--- src/rtl/core/fwma_pkg.sv ---
// Shared constants, command and status types for the FIR / moving average block.
package fwma_pkg;

  // History and coefficient storage (depth must be a power of two)
  localparam int unsigned HIST_DEPTH = 64;
  localparam int unsigned HIST_AW    = $clog2(HIST_DEPTH);
  localparam int unsigned CNT_W      = HIST_AW + 1;

  // Field widths
  localparam int unsigned SAMPLE_W = 24;
  localparam int unsigned COEF_W   = 16;
  localparam int unsigned PROD_W   = SAMPLE_W + COEF_W;
  localparam int unsigned ACC_W    = 64;
  localparam int unsigned HALF_W   = ACC_W / 2;
  localparam int unsigned SUM_W    = 31;
  localparam int unsigned AVG_W    = 24;
  localparam int unsigned GAIN_W   = 16;
  localparam int unsigned DEN_W    = 16;
  localparam int unsigned LEN_W    = 7;
  localparam int unsigned IDX_W    = 6;

  // Configuration port
  localparam int unsigned CFG_W  = 16;
  localparam int unsigned CFG_AW = 2;
  localparam logic [CFG_AW-1:0] CFG_TAP_COUNT = 2'd0;
  localparam logic [CFG_AW-1:0] CFG_AVG_LEN   = 2'd1;
  localparam logic [CFG_AW-1:0] CFG_GAIN_NUM  = 2'd2;
  localparam logic [CFG_AW-1:0] CFG_GAIN_DEN  = 2'd3;

  // Input command codes
  localparam logic CMD_LOAD = 1'b0;
  localparam logic CMD_PUSH = 1'b1;

  // Divider step counts
  localparam int unsigned DIV_CNT_W     = 7;
  localparam int unsigned DIV_FIR_STEPS = ACC_W;
  localparam int unsigned DIV_AVG_STEPS = HALF_W;

  // Controller to datapath commands
  typedef struct packed {
    logic               accept;
    logic               coef_wr;
    logic               commit;
    logic               mac_issue;
    logic [HIST_AW-1:0] tap_idx;
    logic               gain_lo;
    logic               gain_hi;
    logic               gain_sum;
    logic               div_fir;
    logic               div_avg;
    logic               fir_latch;
    logic               avg_latch;
    logic               out_load;
  } fwma_cmd_t;

  // Datapath to controller status
  typedef struct packed {
    logic [CNT_W-1:0] taps;
    logic             mac_busy;
    logic             div_busy;
    logic             seen_nz;
  } fwma_sts_t;

endpackage

--- src/rtl/core/fwma_ctrl.sv ---
// Sequencing state machine for the FIR / moving average block.
module fwma_ctrl
  import fwma_pkg::*;
(
  input  logic      clk_i,
  input  logic      rst_ni,
  input  logic      in_valid_i,
  output logic      in_stall_o,
  input  logic      command_i,
  output logic      out_valid_o,
  input  logic      out_stall_i,
  input  fwma_sts_t sts_i,
  output fwma_cmd_t cmd_o
);

  typedef enum logic [12:0] {
    S_IDLE  = 13'b0000000000001,
    S_SUM   = 13'b0000000000010,
    S_MAC   = 13'b0000000000100,
    S_DRAIN = 13'b0000000001000,
    S_GLO   = 13'b0000000010000,
    S_GHI   = 13'b0000000100000,
    S_GSUM  = 13'b0000001000000,
    S_FLD   = 13'b0000010000000,
    S_DIVF  = 13'b0000100000000,
    S_FFIN  = 13'b0001000000000,
    S_DIVA  = 13'b0010000000000,
    S_AFIN  = 13'b0100000000000,
    S_OUT   = 13'b1000000000000
  } state_e;

  state_e             state_q, state_d;
  logic [HIST_AW-1:0] k_q, k_d;
  logic               out_valid_q;

  assign in_stall_o  = (state_q != S_IDLE);
  assign out_valid_o = out_valid_q;

  // Next state and commands
  always_comb begin
    state_d = state_q;
    k_d     = k_q;
    cmd_o   = '0;
    case (state_q)
      S_IDLE: begin
        if (in_valid_i) begin
          cmd_o.accept = 1'b1;
          if (command_i == CMD_LOAD) begin
            cmd_o.coef_wr = 1'b1;
            state_d       = S_OUT;
          end else begin
            state_d = S_SUM;
          end
        end
      end
      S_SUM: begin
        cmd_o.commit = 1'b1;
        k_d          = '0;
        state_d      = (sts_i.taps == '0) ? S_DRAIN : S_MAC;
      end
      S_MAC: begin
        cmd_o.mac_issue = 1'b1;
        cmd_o.tap_idx   = k_q;
        k_d             = k_q + 1'b1;
        if ({1'b0, k_q} == sts_i.taps - 1'b1) begin
          state_d = S_DRAIN;
        end
      end
      S_DRAIN: begin
        if (!sts_i.mac_busy) begin
          state_d = S_GLO;
        end
      end
      S_GLO: begin
        cmd_o.gain_lo = 1'b1;
        state_d       = S_GHI;
      end
      S_GHI: begin
        cmd_o.gain_hi = 1'b1;
        state_d       = S_GSUM;
      end
      S_GSUM: begin
        cmd_o.gain_sum = 1'b1;
        state_d        = S_FLD;
      end
      S_FLD: begin
        cmd_o.div_fir = 1'b1;
        state_d       = S_DIVF;
      end
      S_DIVF: begin
        if (!sts_i.div_busy) begin
          state_d = S_FFIN;
        end
      end
      S_FFIN: begin
        cmd_o.fir_latch = 1'b1;
        if (sts_i.seen_nz) begin
          cmd_o.div_avg = 1'b1;
          state_d       = S_DIVA;
        end else begin
          state_d = S_OUT;
        end
      end
      S_DIVA: begin
        if (!sts_i.div_busy) begin
          state_d = S_AFIN;
        end
      end
      S_AFIN: begin
        cmd_o.avg_latch = 1'b1;
        state_d         = S_OUT;
      end
      S_OUT: begin
        if (!out_valid_q || !out_stall_i) begin
          cmd_o.out_load = 1'b1;
          state_d        = S_IDLE;
        end
      end
      default: state_d = S_IDLE;
    endcase
  end

  // State, tap counter and output valid
  always_ff @(posedge clk_i or negedge rst_ni) begin
    if (!rst_ni) begin
      state_q     <= S_IDLE;
      k_q         <= '0;
      out_valid_q <= 1'b0;
    end else begin
      state_q <= state_d;
      k_q     <= k_d;
      if (cmd_o.out_load) begin
        out_valid_q <= 1'b1;
      end else if (!out_stall_i) begin
        out_valid_q <= 1'b0;
      end
    end
  end

`ifndef SYNTHESIS
  a_divf_exit: assert property (@(posedge clk_i) disable iff (!rst_ni)
    (state_q == S_DIVF && !sts_i.div_busy) |=> (state_q == S_FFIN))
    else $error("FIR divide wait did not exit to latch");
  a_drain_wait: assert property (@(posedge clk_i) disable iff (!rst_ni)
    (state_q == S_GLO) |-> !sts_i.mac_busy)
    else $error("gain stage entered with MAC pipeline busy");
  a_out_hold: assert property (@(posedge clk_i) disable iff (!rst_ni)
    (out_valid_q && out_stall_i) |=> out_valid_q)
    else $error("pending result dropped");
`endif

endmodule

--- config.mk ---
export PLATFORM = sky130hd
export DESIGN_NAME = fwma_ctrl
export DESIGN_NICKNAME = d
export VERILOG_FILES = /design/src/rtl/core/fwma_pkg.sv /design/src/rtl/core/fwma_ctrl.sv
export SDC_FILE = /design/constraint.sdc
export NUM_CORES = 1
export LEC_CHECK = 0
export ABC_AREA = 1
export BUFFER_PORTS_ARGS = -buffer_cell sky130_fd_sc_hd__buf_2
export CAP_MARGIN = 25
export CORE_AREA = 2 2 71 53
export DETAILED_ROUTE_END_ITERATION = 8
export DIE_AREA = 0 0 73 55
export PLACE_DENSITY_LB_ADDON = 0.25
export SYNTH_ARGS = -nofsm -noshare
export SYNTH_HDL_FRONTEND = slang
export SYNTH_SLANG_ARGS = --single-unit
export TNS_END_PERCENT = 30
--- constraint.sdc ---
create_clock -name clk_i -period 1.5 [get_ports clk_i]
set_clock_uncertainty 0.15 [all_clocks]
set_input_delay 0 -clock clk_i [delete_from_list [all_inputs] [get_ports clk_i]]
set_output_delay 0 -clock clk_i [all_outputs]
set_load 0.01 [all_outputs]
---- Yosys cells after proc, flatten, opt, wreduce, memory -nomap -nowiden ----
Cells that the tools add are included.
cells by class
  equality and inequality tests ........... 22
  add/sub/neg operators ................... 2
  reductions and logical operators ........ 6
  muxes and demuxes ....................... 27
operator list
  kind                                              number
  one-hot mux 13 bit (13 select lines)              1
  two-way mux 13 bit                                8
  == test 13 x 1 -> 1 bit, second input constant    1
  == test 13 x 10 -> 1 bit, second input constant   1
  == test 13 x 11 -> 1 bit, second input constant   1
  == test 13 x 12 -> 1 bit, second input constant   1
  == test 13 bit, second input constant             1
  == test 13 x 2 -> 1 bit, second input constant    1
  == test 13 x 3 -> 1 bit, second input constant    1
  == test 13 x 4 -> 1 bit, second input constant    1
  == test 13 x 5 -> 1 bit, second input constant    1
  == test 13 x 6 -> 1 bit, second input constant    1
  == test 13 x 7 -> 1 bit, second input constant    1
  == test 13 x 8 -> 1 bit, second input constant    1
  == test 13 x 9 -> 1 bit, second input constant    1
  != test 13 x 1 -> 1 bit, second input constant    1
  two-way mux 1 bit                                 12
  != test 2 bit, second input constant              6
  one-hot mux 6 bit (2 select lines)                1
  == test 6 x 7 -> 1 bit                            1
  logical NOT 7 bit                                 1
  two-way mux 7 bit                                 1
  subtractor 7 x 1 -> 7 bit, second input constant  1
  adder 6 x 1 -> 6 bit, second input constant       1
  other kinds (7)                                   10
storage, ports and cells
  logic and storage cells ................. 60
  flip-flop bits (word level) ............. 20
  output and inout bits ................... 20

---- Depth between registers and ports, before layout ----
  depth after elaboration ................. 5
  gate-level depth with buffers ........... 15
  mapped depth without buffers ............ 15

---- Worst setup path before layout ----
Ideal clock, no wire load.
  kind .................................... reg-to-reg
  from .................................... reg state_q[8]
  to ...................................... reg k_q[0]
  setup slack ............................. -0.118 ns
  data arrival time ....................... 1.336 ns
  cell stages (with the launch flop) ...... 9
  path buffers ............................ 0
  cell sequence ........................... dfrtp_1 > nor2_2 > nand2_2 > nor2_4 > nand2_4 > nor2_8 > inv_2 > nor2_1 > a21oi_1
on the way
  word-level cells in the longest chain between the ends .. 2
  elaborated cells on any way between the ends .. 4
  those cells by class .................... eq/ne: 2; mux: 1; reduce/logical: 1
RTL lines
  what                                                                      line              RTL
  start, declared                                                           fwma_ctrl.sv:32   state_e state_q, state_d;
  start signal, assigned                                                    fwma_ctrl.sv:130  state_q <= state_d;
  == test 13 x 3 -> 1 bit or == test 13 x 2 -> 1 bit (tied branches)        fwma_ctrl.sv:44   case (state_q)
  one-hot mux 6 bit (2 select lines) or nonzero test 2 bit (tied branches)  -
  end signal, assigned                                                      fwma_ctrl.sv:131  k_q <= k_d;
  end, declared                                                             fwma_ctrl.sv:33   logic [HIST_AW-1:0] k_q, k_d;
Parallel ways exist; a longest one is shown, timed or not.
A chain may end at the register's enable or synchronous reset.

---- Worst setup path after layout ----
  from .................................... reg state_q[8]
  to ...................................... reg state_q[0]
on the way
  word-level cells in the longest chain between the ends .. 3
  elaborated cells on any way between the ends .. 21
  those cells by class .................... eq/ne: 19; mux: 1; reduce/logical: 1
RTL lines
  what                                    line
  == test 13 bit (tied with other cells)  fwma_ctrl.sv:44
  != test 2 bit (no source line)          -
  AND reduction 6 bit (no source line)    -
Parallel ways exist; a longest one is shown, timed or not.

==> results.cfg <==
[run_status]
status = finished, violations left
violations_in_the_final_reports = setup timing

[timing]
worst-slew-pin-transition_ns = 0.463
maxClockFrequency_mhz = 519
max-slew-margin-rel_pct = 69.1
final_critical_path_setup_slack_ns = -0.428
holdWs_ns = 0.0217
finalCritPeriodShare_pct = 129
hold_viol_final = 0
setup-violations-final = 35
final.min_clock_period_ns = 1.93
rsz0062_at_grt = true
report.final.slew_viol_count = 0

[placed_design]
final_gp_congestion = 0.882
place.port_buffers = 34
dp_hpwl_mm = 3.34

[finish]
drive_above_1_share_pct = 46.0
antenna-diode-count = 0
final.fill_count = 230
finish.net_count = 357
final_cell_mix = 60 x sky130_fd_sc_hd__nand2_1, 47 x sky130_fd_sc_hd__buf_4, 34 x sky130_fd_sc_hd__inv_1
layout_commonest_cell = sky130_fd_sc_hd__nand2_1
syn_to_final_growth_pct = 66.9

[floorplanning]
initial_utilization_pct = 46.2
fp-row-count = 18
core_sq_um = 3360
die-area_sq_um = 4020
top_level_i_o_count = 35
dieWidth_um = 73
die_height_um = 55

[logic_synthesis]
yosysWarnings = 0
largest_family_of_logic_cells_by_synthesized_area = simple AND/OR/NAND/NOR gates
synth-adder-area-share_pct = 1.61
synth_compound_area_share_pct = 4.44
synthesized_area_fraction_occupied_by_and_or_nand_nor_cells_pct = 49.4
synth_xor_area_share_pct = 2.26
synthesis.instances = 237
mappedNetlistArea_sq_um = 1550
ys_seq_area_share_pct = 32.3
postSynthAreaPerCell_sq_um = 6.55
mappedNetlistNets = 254
muxShareOfSynthArea_pct = 0
postSynthRegisterBits = 20
yosysUniqueCellTypes = 27

[detailed_routing]
route.detailed.wl_per_inst_um = 13.3
ant_nets = 0
post_drt_via_cell_ratio = 4.89
drtPass1Iterations = 4
drtIter0Drc = 121
drt-total-wl_mm = 5.03
routed-via-count = 1854
drc_errors = 0

[worst_setup_path]
worstPathArrival_ns = 1.98
crit_end_category = register
data_required_critical_path_ns = 1.55
timing.critical_path.fanout_max = 3
worst-setup-path-type = register to register
critical_path.startpoint_type = register

[pwr]
power.ir.vdd_worst_mv = 1.10
power_leakage_nw = 1.47
power_density_nw_per_um2 = 1230
power_mw = 3.18

[global_route]
globalRoute.totalOverflow = 0
global_route_wire_length_before_repair_mm = 7.29
gr-usage-all-layers_pct = 24.3
via_count_of_the_first_global_routing_pass = 1609
antenna_found_initial = 0
largest_net_degree_at_the_start_of_global_routing = 21

[clock_network]
cts_tree = built
cts_sinks = 20
clk_latency_ns = 0.27
clock_h_tree_levels = 1
ctsLongestPathBuffers = 2
numCtsBuffers = 3
cts.clk_slew.worst_paths_ns = 0.08
cts-root-buf = sky130_fd_sc_hd__clkbuf_8

[worst_hold_path]
min_path_type = primary input to register

[run]
max_cap_viol_count = 0
[flip-flops by register name, indices dropped and copies added, names as in the netlist]
name	flops
out_valid_o	1
k_q	6
state_q	13
[layer usage]
layer	vias to the layer above	routed length, um	GRT usage [%]
li1	936	-	-
met1	850	2250	34.2
met2	61	2370	38.0
met3	7	324	5.25
met4	0	82	6.17
met5	-	0	0
[cell families after synthesis]
| logic type | Yosys count |
|---|---|
| xor+xnor | 4 |
| compound gates | 11 |
| simple gates | 159 |
| buf+inv | 41 |
| fa+ha+maj | 2 |
| flops | 20 |
[final timing paths]
path	from	to	slack, ns	depth (start not counted)
min in group asynchronous	rst_ni	state_q[8]	0.06	2
max reg2reg	state_q[8]	state_q[0]	-0.43	12
max	state_q[8]	state_q[0]	-0.43	12
min reg2reg	out_valid_o	out_valid_o	0.36	2
min	sts_i[1]	state_q[4]	0.02	6
max in group asynchronous	rst_ni	state_q[0]	0.79	2
[worst max-delay path: stages (launching register included)]
cell and delay (ns):
sky130_fd_sc_hd__dfrtp_1 0.42, sky130_fd_sc_hd__nor2_4 0.07, sky130_fd_sc_hd__buf_4 0.13, sky130_fd_sc_hd__buf_4 0.11, sky130_fd_sc_hd__inv_1 0.07, sky130_fd_sc_hd__nor2_1 0.04, sky130_fd_sc_hd__nand2_1 0.10, sky130_fd_sc_hd__nand3_1 0.08
sky130_fd_sc_hd__nor2_1 0.21, sky130_fd_sc_hd__nand2_1 0.08, sky130_fd_sc_hd__nor2_1 0.16, sky130_fd_sc_hd__nor2_1 0.09, sky130_fd_sc_hd__nor2_1 0.12
[per-stage QoR]
step / setup slack (ns) / instance area [sq um] / TNS, ns / instances / util [%]
after CTS: -0.341 / 2410 / -8.97 / 376 / 71.7
after detailed placement: -0.240 / 2090 / -3.52 / 351 / 62.4
after global routing: -0.542 / 2590 / -11.99 / 379 / 77.1
after global placement: -0.221 / 2090 / -2.59 / 351 / 62.4
after floorplan: -0.0483 / 1570 / -0.415 / 237 / -
final: -0.428 / 2590 / -9.19 / 379 / 77.1
[where the power goes]
part           internal (mW)  leakage [nW]  switching, mW  total, mW
combinational          0.982          1.17           1.08       2.06
clock                  0.234        0.0288          0.189      0.423
sequential             0.628         0.273         0.0733      0.701
[layout make-up]
cell class	count	area, sq um	area share [%]
Timing Repair Buffer	98	754	29.1
Sequential cell	20	502	19.4
Multi-Input combinational cell	176	1070	41.2
Tap cell	40	50.0	1.93
Inverter	41	161	6.23
Clock buffer	4	55.1	2.13
[synth_stat cells, drive strengths merged]
cell / n / share of area [%]
ha: 2 / 1.6
nand2: 78 / 22
nor3b: 2 / 1.3
o21bai: 1 / 0.73
o22ai: 4 / 1.6
nor3: 1 / 0.32
o21ai: 2 / 0.64
nand3: 16 / 5.5
dfstp: 1 / 1.7
inv: 41 / 9.9
nor2: 55 / 18
dfrtp: 19 / 31
xor2: 3 / 1.7
nand3b: 4 / 1.9
a21oi: 3 / 0.97
o211ai: 1 / 0.48
xnor2: 1 / 0.56
nand4: 3 / 1.2
[repair_timing]
action / 4_1_cts / 5_1_grt
buffers inserted: 16 / 3
endpoints found under the hold margin: 25 / 0
pin swaps: 17 / 19
hold buffers: 5 / 0
endpoints found under the setup margin: 34 / 36
gates resized for setup: 22 / 40
gates cloned: 0 / 0
No activity file was read; power rests on OpenSTA's default activity.
